File: config.mk
export PLATFORM = sky130hd
export DESIGN_NAME = ring_amplitude_modulator
export DESIGN_NICKNAME = d
export VERILOG_FILES = /design/src/rtl/core/ramod_pkg.sv /design/src/rtl/core/ramod_ram.sv /design/src/rtl/core/ramod_calc.sv /design/src/rtl/core/ring_amplitude_modulator.sv
export SDC_FILE = /design/constraint.sdc
export NUM_CORES = 2
export LEC_CHECK = 0
export BUFFER_PORTS_ARGS = -buffer_cell sky130_fd_sc_hd__buf_4
export CORE_ASPECT_RATIO = 0.9
export CORE_MARGIN = 2
export CORE_UTILIZATION = 45
export DETAILED_ROUTE_END_ITERATION = 7
export PLACE_DENSITY = 0.65
export SETUP_SLACK_MARGIN = 0.4
export SLEW_MARGIN = 30
export SYNTH_ARGS = -nofsm -noshare
export SYNTH_HDL_FRONTEND = slang
export SYNTH_SLANG_ARGS = --single-unit
File: constraint.sdc
create_clock -name clk -period 15.9 [get_ports clk]
set_clock_uncertainty 0.2 [all_clocks]
set_input_delay 2.385 -clock clk [delete_from_list [all_inputs] [get_ports clk]]
set_output_delay 2.385 -clock clk [all_outputs]
set_load 0.02 [all_outputs]
File: src/rtl/core/ramod_pkg.sv
// ramod_pkg: shared widths, fixed-point constants and control structs of the modulator
`timescale 1ns / 1ps

package ramod_pkg;

    // field widths
    localparam int SAMPLE_W = 24;
    localparam int CHAN_W   = 3;
    localparam int PHASE_W  = 32;
    localparam int GAIN_W   = 16;

    // clamped gain is one bit wider so that 1.0 fits
    localparam int GAINE_W  = GAIN_W + 1;
    localparam logic [GAINE_W-1:0] GAIN_ONE = GAINE_W'(32768);

    // shared multiplier operand and product widths
    localparam int MUL_W  = 34;
    localparam int PROD_W = 2 * MUL_W;

    // Q30 constants of the sine series
    localparam logic [30:0] ONE_Q30     = 31'h4000_0000;
    localparam logic [30:0] HALF_PI_Q30 = 31'd1686629713;

    // reciprocals for exact floor division of 32-bit values by 72, 42, 20 and 6
    localparam int S72 = 39;
    localparam int S42 = 38;
    localparam int S20 = 37;
    localparam int S6  = 35;
    localparam logic [32:0] RECIP_72 = 33'((64'd1 << S72) / 64'd72 + 64'd1);
    localparam logic [32:0] RECIP_42 = 33'((64'd1 << S42) / 64'd42 + 64'd1);
    localparam logic [32:0] RECIP_20 = 33'((64'd1 << S20) / 64'd20 + 64'd1);
    localparam logic [32:0] RECIP_6  = 33'((64'd1 << S6) / 64'd6 + 64'd1);

    // saturation limits
    localparam logic signed [27:0] SAMPLE_MAX = 28'sd8388607;
    localparam logic signed [27:0] SAMPLE_MIN = -28'sd8388608;

    // control from the top level to the arithmetic sequencer
    typedef struct packed {
        logic start;
        logic amp_mode;
    } calc_ctrl_t;

    // status back from the sequencer
    typedef struct packed {
        logic busy;
        logic done;
    } calc_stat_t;

endpackage

File: src/rtl/core/ramod_ram.sv
// ramod_ram: generic single-write, single-read RAM with registered read data
`timescale 1ns / 1ps

module ramod_ram #(
    parameter int WIDTH = 32,
    parameter int DEPTH = 8
) (
    input  logic                                 clk,
    input  logic                                 we,
    input  logic [(DEPTH > 1 ? $clog2(DEPTH) : 1)-1:0] waddr,
    input  logic [WIDTH-1:0]                     wdata,
    input  logic                                 re,
    input  logic [(DEPTH > 1 ? $clog2(DEPTH) : 1)-1:0] raddr,
    output logic [WIDTH-1:0]                     rdata
);

    logic [WIDTH-1:0] mem_reg [DEPTH];
    logic [WIDTH-1:0] rdata_reg;

    // write port
    always_ff @(posedge clk)
    begin
        if (we)
        begin
            mem_reg[waddr] <= wdata;
        end
    end

    // read port, data holds until the next read
    always_ff @(posedge clk)
    begin
        if (re)
        begin
            rdata_reg <= mem_reg[raddr];
        end
    end

    assign rdata = rdata_reg;

endmodule

File: src/rtl/core/ramod_calc.sv
// ramod_calc: sine of the phase and the modulation product on one shared multiplier
`timescale 1ns / 1ps

module ramod_calc import ramod_pkg::*; #(
    parameter int SINE_TABLE_BITS = 10
) (
    input  logic                       clk,
    input  logic                       rst_n,
    input  calc_ctrl_t                 ctrl,
    input  logic [PHASE_W-1:0]         phase,
    input  logic signed [SAMPLE_W-1:0] sample,
    input  logic [GAINE_W-1:0]         gain,
    output calc_stat_t                 stat,
    output logic signed [SAMPLE_W-1:0] result
);

    localparam int STB = SINE_TABLE_BITS;
    localparam int PW  = STB - 1;
    localparam logic [PW-1:0] SPAN = PW'(1) << (STB - 2);

    // sequencer steps; ST_SQ to ST_PROD do one multiply each
    localparam logic [3:0] ST_IDLE  = 4'd0;
    localparam logic [3:0] ST_SQ    = 4'd1;
    localparam logic [3:0] ST_D72   = 4'd2;
    localparam logic [3:0] ST_T72   = 4'd3;
    localparam logic [3:0] ST_D42   = 4'd4;
    localparam logic [3:0] ST_T42   = 4'd5;
    localparam logic [3:0] ST_D20   = 4'd6;
    localparam logic [3:0] ST_T20   = 4'd7;
    localparam logic [3:0] ST_D6    = 4'd8;
    localparam logic [3:0] ST_T6    = 4'd9;
    localparam logic [3:0] ST_GAIN  = 4'd10;
    localparam logic [3:0] ST_PROD  = 4'd11;
    localparam logic [3:0] ST_ROUND = 4'd12;

    logic [3:0]                 st_reg;
    logic [3:0]                 st_next;
    logic                       done_reg;
    logic [PROD_W-1:0]          p_reg;
    logic [30:0]                x_reg;
    logic [31:0]                x2_reg;
    logic [1:0]                 quad_reg;
    logic signed [SAMPLE_W-1:0] result_reg;

    logic [STB-1:0]             idx;
    logic [PW-1:0]              pos;
    logic [30:0]                x_cur;
    logic [31:0]                n_cur;
    logic [30:0]                t72;
    logic [30:0]                t42;
    logic [30:0]                t20;
    logic [30:0]                t6;
    logic [17:0]                q_rnd;
    logic [14:0]                q_cap;
    logic signed [15:0]         sn;
    logic [16:0]                ofs;
    logic [32:0]                factor;
    logic signed [MUL_W-1:0]    a_mul;
    logic signed [MUL_W-1:0]    b_mul;
    logic signed [PROD_W-1:0]   prod;
    logic signed [55:0]         v;
    logic [55:0]                mag;
    logic [26:0]                r_mag;
    logic signed [27:0]         r_sgn;
    logic signed [SAMPLE_W-1:0] r_sat;

    // quadrant and mirrored position inside it
    assign idx = phase[PHASE_W-1 -: STB];
    assign pos = idx[STB-2] ? PW'(SPAN - {1'b0, idx[STB-3:0]}) : {1'b0, idx[STB-3:0]};

    // values taken from the last product
    assign x_cur = 31'(p_reg >> (STB - 2));
    assign n_cur = p_reg[61:30];
    assign t72   = ONE_Q30 - 31'(p_reg >> S72);
    assign t42   = ONE_Q30 - 31'(p_reg >> S42);
    assign t20   = ONE_Q30 - 31'(p_reg >> S20);
    assign t6    = ONE_Q30 - 31'(p_reg >> S6);

    // Q30 sine rounded half up to Q1.15, capped, signed by the half turn
    assign q_rnd = 18'(({1'b0, p_reg[61:30]} + 33'd16384) >> 15);
    assign q_cap = (q_rnd > 18'd32767) ? 15'd32767 : q_rnd[14:0];
    assign sn    = quad_reg[1] ? -$signed({1'b0, q_cap}) : $signed({1'b0, q_cap});

    // amplitude mode terms
    assign ofs    = 17'(17'd32768 + {sn[15], sn});
    assign factor = 33'h0_8000_0000 - {1'b0, p_reg[31:0]};

    // operand selection for the shared multiplier
    always_comb
    begin
        a_mul = '0;
        b_mul = '0;
        if (ctrl.start)
        begin
            a_mul = MUL_W'(pos);
            b_mul = MUL_W'(HALF_PI_Q30);
        end
        else
        begin
            case (st_reg)
                ST_SQ:
                begin
                    a_mul = MUL_W'(x_cur);
                    b_mul = MUL_W'(x_cur);
                end
                ST_D72:
                begin
                    a_mul = MUL_W'(n_cur);
                    b_mul = MUL_W'(RECIP_72);
                end
                ST_T72:
                begin
                    a_mul = MUL_W'(x2_reg);
                    b_mul = MUL_W'(t72);
                end
                ST_D42:
                begin
                    a_mul = MUL_W'(n_cur);
                    b_mul = MUL_W'(RECIP_42);
                end
                ST_T42:
                begin
                    a_mul = MUL_W'(x2_reg);
                    b_mul = MUL_W'(t42);
                end
                ST_D20:
                begin
                    a_mul = MUL_W'(n_cur);
                    b_mul = MUL_W'(RECIP_20);
                end
                ST_T20:
                begin
                    a_mul = MUL_W'(x2_reg);
                    b_mul = MUL_W'(t20);
                end
                ST_D6:
                begin
                    a_mul = MUL_W'(n_cur);
                    b_mul = MUL_W'(RECIP_6);
                end
                ST_T6:
                begin
                    a_mul = MUL_W'(x_reg);
                    b_mul = MUL_W'(t6);
                end
                ST_GAIN:
                begin
                    a_mul = MUL_W'(gain);
                    b_mul = ctrl.amp_mode ? MUL_W'(ofs) : {{(MUL_W-16){sn[15]}}, sn};
                end
                ST_PROD:
                begin
                    a_mul = {{(MUL_W-SAMPLE_W){sample[SAMPLE_W-1]}}, sample};
                    b_mul = ctrl.amp_mode ? MUL_W'(factor) : $signed(p_reg[MUL_W-1:0]);
                end
                default:
                begin
                    a_mul = '0;
                    b_mul = '0;
                end
            endcase
        end
    end

    assign prod = a_mul * b_mul;

    // round half away from zero, then saturate to the sample range
    assign v     = $signed(p_reg[55:0]);
    assign mag   = v[55] ? 56'(-v) : 56'(v);
    assign r_mag = ctrl.amp_mode ? 27'((57'(mag) + 57'h4000_0000) >> 31)
                                 : 27'((57'(mag) + 57'h2000_0000) >> 30);
    assign r_sgn = v[55] ? -$signed({1'b0, r_mag}) : $signed({1'b0, r_mag});
    assign r_sat = (r_sgn > SAMPLE_MAX) ? SAMPLE_W'(SAMPLE_MAX) :
                   (r_sgn < SAMPLE_MIN) ? SAMPLE_W'(SAMPLE_MIN) : SAMPLE_W'(r_sgn);

    // step sequencing
    always_comb
    begin
        st_next = st_reg;
        unique case (st_reg)
            ST_IDLE:
            begin
                if (ctrl.start)
                begin
                    st_next = ST_SQ;
                end
            end
            ST_ROUND:
            begin
                st_next = ST_IDLE;
            end
            default:
            begin
                st_next = st_reg + 4'd1;
            end
        endcase
    end

    always_ff @(posedge clk or negedge rst_n)
    begin
        if (!rst_n)
        begin
            st_reg   <= ST_IDLE;
            done_reg <= 1'b0;
        end
        else
        begin
            st_reg   <= st_next;
            done_reg <= (st_reg == ST_ROUND);
        end
    end

    // product and intermediate registers
    always_ff @(posedge clk)
    begin
        p_reg <= PROD_W'(prod);
        if (ctrl.start)
        begin
            quad_reg <= idx[STB-1 -: 2];
        end
        if (st_reg == ST_SQ)
        begin
            x_reg <= x_cur;
        end
        if (st_reg == ST_D72)
        begin
            x2_reg <= n_cur;
        end
        if (st_reg == ST_ROUND)
        begin
            result_reg <= r_sat;
        end
    end

    assign stat.busy = (st_reg != ST_IDLE);
    assign stat.done = done_reg;
    assign result    = result_reg;

endmodule

File: src/rtl/core/ring_amplitude_modulator.sv
// ring_amplitude_modulator: per-channel sine ring / amplitude modulator top level
//
//  channel | direction | handshake            | payload
//  --------+-----------+----------------------+------------------------------------------
//  input   | in        | in_valid / in_ready  | sample_in, channel, phase_step, last_in_block
//  output  | out       | out_valid / out_ready| sample_out, out_channel, out_last, modulated
//  config  | in        | cfg_we               | cfg_index, cfg_data
//
//  A modulated item passes through one phase memory read, twelve dependent multiplies
//  on the single shared multiplier, and a rounding step before the next acceptance.
//  A pass-through item skips these steps.
//  Reset clears the configuration and marks every channel phase as zero through
//  per-channel valid bits; the phase memory itself is not swept.
//  A result waits in the output register while out_ready is low; the next item is
//  accepted meanwhile and stalls only when its own result is ready to be written.
`timescale 1ns / 1ps

module ring_amplitude_modulator import ramod_pkg::*; #(
    parameter int CHANNELS        = 8,
    parameter int SINE_TABLE_BITS = 10
) (
    input  logic                       clk,
    input  logic                       rst_n,
    input  logic                       in_valid,
    output logic                       in_ready,
    input  logic signed [SAMPLE_W-1:0] sample_in,
    input  logic [CHAN_W-1:0]          channel,
    input  logic [PHASE_W-1:0]         phase_step,
    input  logic                       last_in_block,
    output logic                       out_valid,
    input  logic                       out_ready,
    output logic signed [SAMPLE_W-1:0] sample_out,
    output logic [CHAN_W-1:0]          out_channel,
    output logic                       out_last,
    output logic                       modulated,
    input  logic                       cfg_we,
    input  logic [0:0]                 cfg_index,
    input  logic [GAIN_W-1:0]          cfg_data
);

    localparam int AW = (CHANNELS > 1) ? $clog2(CHANNELS) : 1;

    // register indexes
    localparam logic [0:0] REG_GAIN = 1'b0;
    localparam logic [0:0] REG_MODE = 1'b1;

    // control states
    localparam logic [1:0] S_IDLE = 2'd0;
    localparam logic [1:0] S_READ = 2'd1;
    localparam logic [1:0] S_CALC = 2'd2;
    localparam logic [1:0] S_FIN  = 2'd3;

    logic [1:0]                 state_reg;
    logic [1:0]                 state_next;
    logic [GAIN_W-1:0]          gain_reg;
    logic                       amp_reg;
    logic [CHANNELS-1:0]        pvld_reg;
    logic                       pvld_rd_reg;
    logic signed [SAMPLE_W-1:0] sample_reg;
    logic [CHAN_W-1:0]          chan_reg;
    logic [AW-1:0]              addr_reg;
    logic [PHASE_W-1:0]         step_reg;
    logic                       last_reg;
    logic                       mod_reg;
    logic                       out_valid_reg;
    logic signed [SAMPLE_W-1:0] sample_out_reg;
    logic [CHAN_W-1:0]          out_channel_reg;
    logic                       out_last_reg;
    logic                       modulated_reg;

    logic                       accept;
    logic                       chan_ok;
    logic                       do_mod;
    logic [AW-1:0]              in_addr;
    logic [GAINE_W-1:0]         gain_eff;
    logic                       rd_en;
    logic [PHASE_W-1:0]         rdata;
    logic [PHASE_W-1:0]         phase_cur;
    logic                       fin_go;
    logic                       wr_en;
    logic signed [SAMPLE_W-1:0] calc_result;
    calc_ctrl_t                 calc_ctrl;
    calc_stat_t                 calc_stat;

    // acceptance and the pass-through decision
    assign in_ready = (state_reg == S_IDLE);
    assign accept   = in_valid && in_ready;
    assign in_addr  = AW'(channel);
    assign chan_ok  = (7'(channel) < 7'(CHANNELS));
    assign gain_eff = (gain_reg > GAIN_W'(GAIN_ONE)) ? GAIN_ONE : {1'b0, gain_reg};
    assign do_mod   = chan_ok && (phase_step != '0) && (gain_reg != '0);
    assign rd_en    = accept && do_mod;

    // a never-written channel reads as phase zero
    assign phase_cur = pvld_rd_reg ? rdata : '0;

    // result hand-off and phase write-back
    assign fin_go = (state_reg == S_FIN) && (!out_valid_reg || out_ready);
    assign wr_en  = fin_go && mod_reg;

    // configuration registers
    always_ff @(posedge clk or negedge rst_n)
    begin
        if (!rst_n)
        begin
            gain_reg <= '0;
            amp_reg  <= 1'b0;
        end
        else if (cfg_we)
        begin
            unique case (cfg_index)
                REG_GAIN: gain_reg <= cfg_data;
                REG_MODE: amp_reg  <= cfg_data[0];
                default:  ;
            endcase
        end
    end

    // control state machine
    always_comb
    begin
        state_next = state_reg;
        unique case (state_reg)
            S_IDLE:
            begin
                if (accept)
                begin
                    state_next = do_mod ? S_READ : S_FIN;
                end
            end
            S_READ:
            begin
                state_next = S_CALC;
            end
            S_CALC:
            begin
                if (calc_stat.done)
                begin
                    state_next = S_FIN;
                end
            end
            S_FIN:
            begin
                if (fin_go)
                begin
                    state_next = S_IDLE;
                end
            end
            default:
            begin
                state_next = S_IDLE;
            end
        endcase
    end

    always_ff @(posedge clk or negedge rst_n)
    begin
        if (!rst_n)
        begin
            state_reg <= S_IDLE;
        end
        else
        begin
            state_reg <= state_next;
        end
    end

    // per-channel phase valid bits
    always_ff @(posedge clk or negedge rst_n)
    begin
        if (!rst_n)
        begin
            pvld_reg <= '0;
        end
        else if (wr_en)
        begin
            pvld_reg[addr_reg] <= 1'b1;
        end
    end

    // item capture
    always_ff @(posedge clk)
    begin
        if (accept)
        begin
            sample_reg <= sample_in;
            chan_reg   <= channel;
            addr_reg   <= in_addr;
            step_reg   <= phase_step;
            last_reg   <= last_in_block;
            mod_reg    <= do_mod;
        end
        if (rd_en)
        begin
            pvld_rd_reg <= pvld_reg[in_addr];
        end
    end

    // output register
    always_ff @(posedge clk or negedge rst_n)
    begin
        if (!rst_n)
        begin
            out_valid_reg <= 1'b0;
        end
        else if (fin_go)
        begin
            out_valid_reg <= 1'b1;
        end
        else if (out_ready)
        begin
            out_valid_reg <= 1'b0;
        end
    end

    always_ff @(posedge clk)
    begin
        if (fin_go)
        begin
            sample_out_reg  <= mod_reg ? calc_result : sample_reg;
            out_channel_reg <= chan_reg;
            out_last_reg    <= last_reg;
            modulated_reg   <= mod_reg;
        end
    end

    // phase memory
    ramod_ram #(
        .WIDTH(PHASE_W),
        .DEPTH(CHANNELS)
    ) u_phase_ram (
        .clk  (clk),
        .we   (wr_en),
        .waddr(addr_reg),
        .wdata(phase_cur + step_reg),
        .re   (rd_en),
        .raddr(in_addr),
        .rdata(rdata)
    );

    // sine and product sequencer
    assign calc_ctrl.start    = (state_reg == S_READ);
    assign calc_ctrl.amp_mode = amp_reg;

    ramod_calc #(
        .SINE_TABLE_BITS(SINE_TABLE_BITS)
    ) u_calc (
        .clk   (clk),
        .rst_n (rst_n),
        .ctrl  (calc_ctrl),
        .phase (phase_cur),
        .sample(sample_reg),
        .gain  (gain_eff),
        .stat  (calc_stat),
        .result(calc_result)
    );

    assign out_valid   = out_valid_reg;
    assign sample_out  = sample_out_reg;
    assign out_channel = out_channel_reg;
    assign out_last    = out_last_reg;
    assign modulated   = modulated_reg;

endmodule

# ---- After elaboration in Yosys (flattened, before gate mapping)
# Memories as Yosys holds them, arrays and structs flattened. A register that Yosys moved wholly into a read port is not among the register bits.
# Cells that the tools add are included.
dict set report classes {
  n_reduce_logical 18
  n_addsub 15
  n_lt_le_gt_ge 7
  n_bitwise 2
  multipliers 1
  n_mux 31
  n_eq_ne 19
}
# op n
set ops {}
lappend ops {{case mux 34 bit (11 select lines)} 1}
lappend ops {{case mux 34 bit (6 select lines)} 1}
lappend ops {{two-way mux 34 bit} 4}
lappend ops {{multiplier 34 x 34 -> 68 bit} 1}
lappend ops {{subtractor 31 bit, first input constant} 2}
lappend ops {{adder 56 x 30 -> 57 bit, second input constant} 1}
lappend ops {{adder 56 x 31 -> 57 bit, second input constant} 1}
lappend ops {{two-way mux 56 bit} 1}
lappend ops {{negator 56 bit} 1}
lappend ops {{two-way mux 24 bit} 2}
lappend ops {{adder 32 x 15 -> 33 bit, second input constant} 1}
lappend ops {{subtractor 32 x 32 -> 33 bit, first input constant} 1}
lappend ops {{adder 32 bit} 1}
lappend ops {{two-way mux 16 bit} 2}
lappend ops {{two-way mux 32 bit} 1}
lappend ops {{nonzero test 32 bit} 1}
lappend ops {{subtractor 31 x 29 -> 31 bit, first input constant} 1}
lappend ops {{subtractor 31 x 30 -> 31 bit, first input constant} 1}
lappend ops {{> comparator 28 x 24 -> 1 bit, second input constant} 1}
lappend ops {{< comparator 28 x 24 -> 1 bit, second input constant} 1}
lappend ops {{two-way mux 28 bit} 1}
lappend ops {{negator 27 -> 28 bit} 1}
lappend ops {{two-way mux 27 bit} 1}
lappend ops {{equality test 4 bit, second input constant} 5}
lappend ops {{37 further kinds} 59}
dict set report totals {
  memories 1
  reg_bits 281
  inputBits 82
  wordCells 116
  output_inout_bits 31
  mem_bits_rw 256
}
# name depth width rd rd_clocked_by_memory_dff write_ports line
set memory_table {}
lappend memory_table {u_phase_ram.mem_reg 8 32 1 1 1 ramod_ram.sv:17} ;# logic [WIDTH-1:0] mem_reg [DEPTH];

# ---- Depth between registers and ports, before layout
dict set report logic_depth {
  ltp_word 10
  ltp_mapped 51
  depth_no_buf 47
}

# ---- Cells and area by module
# Synthesis repeated with hierarchy kept, for this count alone.
dict set report unflattened {
  cells_unflattened 6941
  area_unflattened_um2 69718.1
}
# module area_each_um2 seq_area_each_um2 cells_each instances
set modules_own_cells {}
lappend modules_own_cells {ramod_calc 52536.6 4129.0 5993 1}
lappend modules_own_cells {ramod_ram 10786.6 8648.3 415 1}
lappend modules_own_cells {ring_amplitude_modulator 6394.9 3433.3 533 1}

# ---- Worst setup path before layout
# No wires, ideal clock.
dict set report synth_path {
  path_type {register -> register}
  from {register u_calc.p_reg[55]}
  to {register u_calc.p_reg[62]}
  period_less_slack_ns 12.203
  arrival_time_ns 11.931
  stages_incl_launch_ff 45
  setup_slack_ns 3.697
  setup_time_ns 0.072
  required_time_ns 15.628
  n_path_buf 6
  cell_sequence {dfxtp_1 clkbuf_1 buf_2 buf_2 and4_1 nand2_1 or4_1 a21oi_1 nand2_1 a211oi_1 nand4_1 or3_1 o31a_1 ha_1 and3_1 buf_1 a2111oi_0 or2_2 (+9 left out) fa_1 inv_1 fa_1 fa_1 fa_1 inv_1 fa_1 inv_1 ha_1 nand4_1 o31ai_1 a31oi_1 a31oi_1 a31oi_1 o211a_1 o31a_1 o21ai_0 xnor2_1}
}
dict set report synth_via {
  elab_chain_len 10
  word_cells_on_any_way 16
  cone_classes {add/sub (7); mul (1); order compare (1); mux (7)}
}
# item line
set synth_lines {}
lappend synth_lines {{from (decl)} ramod_calc.sv:39} ;# logic [PROD_W-1:0] p_reg;
lappend synth_lines {{from (signal assigned)} ramod_calc.sv:216} ;# p_reg <= PROD_W'(prod);
lappend synth_lines {{adder 32 x 15 -> 33 bit} ramod_calc.sv:80} ;# assign q_rnd = 18'(({1'b0, p_reg[61:30]} + 33'd16384) >> 15);
lappend synth_lines {{> comparator 18 x 15 -> 1 bit} ramod_calc.sv:81} ;# assign q_cap = (q_rnd > 18'd32767) ? 15'd32767 : q_rnd[14:0];
lappend synth_lines {{two-way mux 15 bit} ramod_calc.sv:81}
lappend synth_lines {{negator 15 -> 16 bit} ramod_calc.sv:82} ;# assign sn = quad_reg[1] ? -$signed({1'b0, q_cap}) : $signed({1'b0, q_cap});
lappend synth_lines {{two-way mux 16 bit} ramod_calc.sv:82}
lappend synth_lines {{adder 16 x 17 -> 17 bit} ramod_calc.sv:85} ;# assign ofs = 17'(17'd32768 + {sn[15], sn});
lappend synth_lines {{two-way mux 34 bit} ramod_calc.sv:149} ;# b_mul = ctrl.amp_mode ? MUL_W'(ofs) : {{(MUL_W-16){sn[15]}}, sn};
lappend synth_lines {{case mux 34 bit (11 select lines)} ramod_calc.sv:100} ;# case (st_reg)
lappend synth_lines {{two-way mux 34 bit} ramod_calc.sv:93} ;# if (ctrl.start)
lappend synth_lines {{multiplier 34 x 34 -> 68 bit *} ramod_calc.sv:165} ;# assign prod = a_mul * b_mul;
lappend synth_lines {{via u_calc.prod[62]} ramod_calc.sv:60} ;# logic signed [PROD_W-1:0] prod;
# The timed path passes the listed nets; every way through them passes the cells marked *.
# A chain may end at the register's enable or synchronous reset.

# ---- Worst setup path in the final report
dict set report layout_path {
  from {register u_calc.p_reg[47]}
  to {register u_calc.p_reg[57]}
}
# The elaborated chain is that of the path after synthesis.

==> flow_summary.json <==
{
  "grt.overflow.total": 0,
  "finalHoldViolCount": 0,
  "end_kind": "register",
  "cts_sinks": 568,
  "nets": 8501,
  "grt_pass1_vias": 54500,
  "io_pins": 113,
  "r2r_end": "u_calc.p_reg[57]$_DFF_P_",
  "outcome": "completed",
  "synth_area_per_cell_um2": 10.0,
  "async_flop_share_pct": 5.81,
  "clock_latency_ns": 0.66,
  "max_freq_ghz": 0.0680,
  "postCtsSetupBuffers": 0,
  "vias_per_cell": 5.79,
  "ant_nets": 0,
  "numCtsBuffers": 53,
  "synthCells": 6957,
  "drive_gt1_share_pct": 9.53,
  "hold_slack_ns": 0.220,
  "rows": 137,
  "vias": 52500,
  "worst_r2r_path_depth": 41,
  "syn_area_um2": 69800,
  "wl_per_cell_um": 25.7,
  "drc": 0,
  "synth_cell_types": 110,
  "dp_hpwl_mm": 180,
  "dieWidth_um": 419,
  "cts_hold_buf": 0,
  "syn_nets": 8510,
  "slew_headroom_pct": 21.3,
  "r2r-start": "u_calc.p_reg[47]$_DFF_P_",
  "worstSetupPathType": "reg2reg",
  "ys_seq_elements": 568,
  "setup_viol": 0,
  "start_util_pct": 45.2,
  "cts-htree-levels": 2,
  "crit_top_cell": "fa_1",
  "drt_wl_total_mm": 233,
  "gr-usage-all-layers_pct": 30.0,
  "path_max_fanout": 20,
  "min_to": "out_last$_DFFE_PP_",
  "drv_cap": 0,
  "die_h_um": 378,
  "fillers": 14100,
  "ys_warn_count": 0,
  "layout-area-overhead-vs-synth_pct": 7.87,
  "multi_input_area_um2": 47500,
  "cts_resized": 0,
  "grt_setup_unrepaired": "false",
  "place_congestion": 1.02,
  "coreArea_um2": 154000,
  "mostFrequentLayoutCells": "inv_1 (1,357), fa_1 (1,220), nor2_1 (733)",
  "die-area_um2": 158000,
  "seq_area_frac_synth_pct": 23.2,
  "synth_edf_count": 467,
  "port_buffers": 112,
  "grt_pass1_wl_mm": 352,
  "maxSlewViolCount": 0,
  "cp.required_ns": 16.21,
  "r2r_slack_ns": 1.20,
  "ff_latch_area_um2": 16200,
  "final_common_cell": "inv_1",
  "grt_max_degree": 68,
  "max_stage_delay_ns": 0.98,
  "hp-class": "reg2reg",
  "whs_path_depth": 0,
  "crit_path_start_kind": "register",
  "cts_tree": "done",
  "root_buffer": "clkbuf_16",
  "antenna_found_initial": 9,
  "cp.arrival_ns": 15.01,
  "ctsLongestPathBuffers": 3,
  "hp-start": "last_reg$_DFFE_PP_",
  "drtPass1Iterations": 8,
  "period_share_pct": 92.5,
  "fin_tns_setup_ns": 0,
  "min_period_ns": 14.70,
  "cp_slowest_cell": "o41ai_1",
  "clk_pin_slew_ns": 0.07,
  "synthFlopType": "edfxtp_1",
  "drt_iter0_drc": 6138,
  "tightest_slew_ns": 1.18,
  "largest_reg_flops": 256
}
-- how the worst max path moves through the flow --
stage,endpoint,start,cells after the start,slack [ns]
floorplan,u_calc.p_reg[62]$_DFF_P_,u_calc.p_reg[55]$_DFF_P_,44,3.70
global placement,u_calc.p_reg[67]$_DFF_P_,u_calc.p_reg[47]$_DFF_P_,40,1.85
detailed placement,u_calc.p_reg[57]$_DFF_P_,u_calc.p_reg[47]$_DFF_P_,41,1.63
CTS,u_calc.p_reg[57]$_DFF_P_,u_calc.p_reg[47]$_DFF_P_,41,1.57
global route,u_calc.p_reg[57]$_DFF_P_,u_calc.p_reg[47]$_DFF_P_,42,0.73
finish,u_calc.p_reg[57]$_DFF_P_,u_calc.p_reg[47]$_DFF_P_,41,1.20
-- worst max-delay path: cells and delay by family (launching register included) --
family                     cells  cell delay, ns
AOI/OAI and AO/OA             15            4.85
xor gates and xnor gates       1            0.14
adders and majority gates     10            4.72
buffers and inverters          5            0.58
DFF                            1            0.81
and+or+nand+nor               10            3.22
-- through the flow --
stage	std cells	cell area (um2)	utilization [%]	setup slack, ns
after floorplan	6957	69800	-	3.70
after global placement	8976	73600	47.6	1.85
after detailed placement	8978	73600	47.7	1.63
after CTS	9073	75300	48.7	1.57
after global routing	9073	75300	48.7	0.733
final	9075	75300	48.8	1.20
-- per-layer routing --
layer  global-route usage [%]  part of all wire (%)  up-vias  wire [um]
met5                        0                 0.067        -        156
met4                     14.2                   6.0       10      13900
met3                     7.69                    11      630      26600
met2                     44.6                    43     2930     101000
met1                     41.1                    39    26800      91700
li1                         -                     -    22100          -
-- layout make-up --
type                    count  share of cell area, %
diodes                      2                0.00665
clock buffers              62                   1.81
clock inverters            33                  0.417
inverters                1358                   6.77
multi-input cells        4676                   63.1
flip-flops and latches    568                   21.5
well taps                2085                   3.46
repair buffers            291                   2.91
-- logic make-up after synthesis --
kind of cell / Yosys count / share of synthesized area, %
AO/OA/AOI/OAI: 777 / 8.05
XOR/XNOR: 258 / 3.25
adder cells (fa/ha/maj): 1471 / 39.5
buffers and inverters: 1713 / 9.32
flip-flops: 568 / 23.2
multiplexers: 153 / 3.51
AND/OR/NAND/NOR: 2017 / 13.2
-- Yosys cell counts (all sizes together), types with 15 or more instances --
cell type	n	share of area (%)
inv	1357	7.3
fa	1220	35
nor2	748	4.0
nand2	697	3.7
edfxtp	467	20
clkbuf	290	1.6
ha	251	4.5
a21oi	156	1.1
xnor2	154	1.9
o21ai	143	1.1
xor2	104	1.3
nand2b	101	0.91
and2	76	0.68
mux2	76	1.2
nand3	74	0.54
dfxtp	68	2.0
mux4	66	2.1
buf	65	0.46
a21o	58	0.62
nor3	53	0.41
nor4	50	0.62
a221o	46	0.66
a221oi	45	0.57
nand4	42	0.40
a22oi	36	0.39
dfrtp	33	1.2
nor2b	33	0.30
or3	30	0.27
a31oi	28	0.25
a211oi	27	0.30
and3	27	0.24
o21bai	25	0.27
o31ai	24	0.26
or2	21	0.19
o41ai	20	0.32
o21a	17	0.18
a22o	15	0.19
nand3b	15	0.16
or4	15	0.17
Power is left out: the tool's default activity adds up to more than one toggle a clock period on the data nets, which glitch-free logic cannot reach.
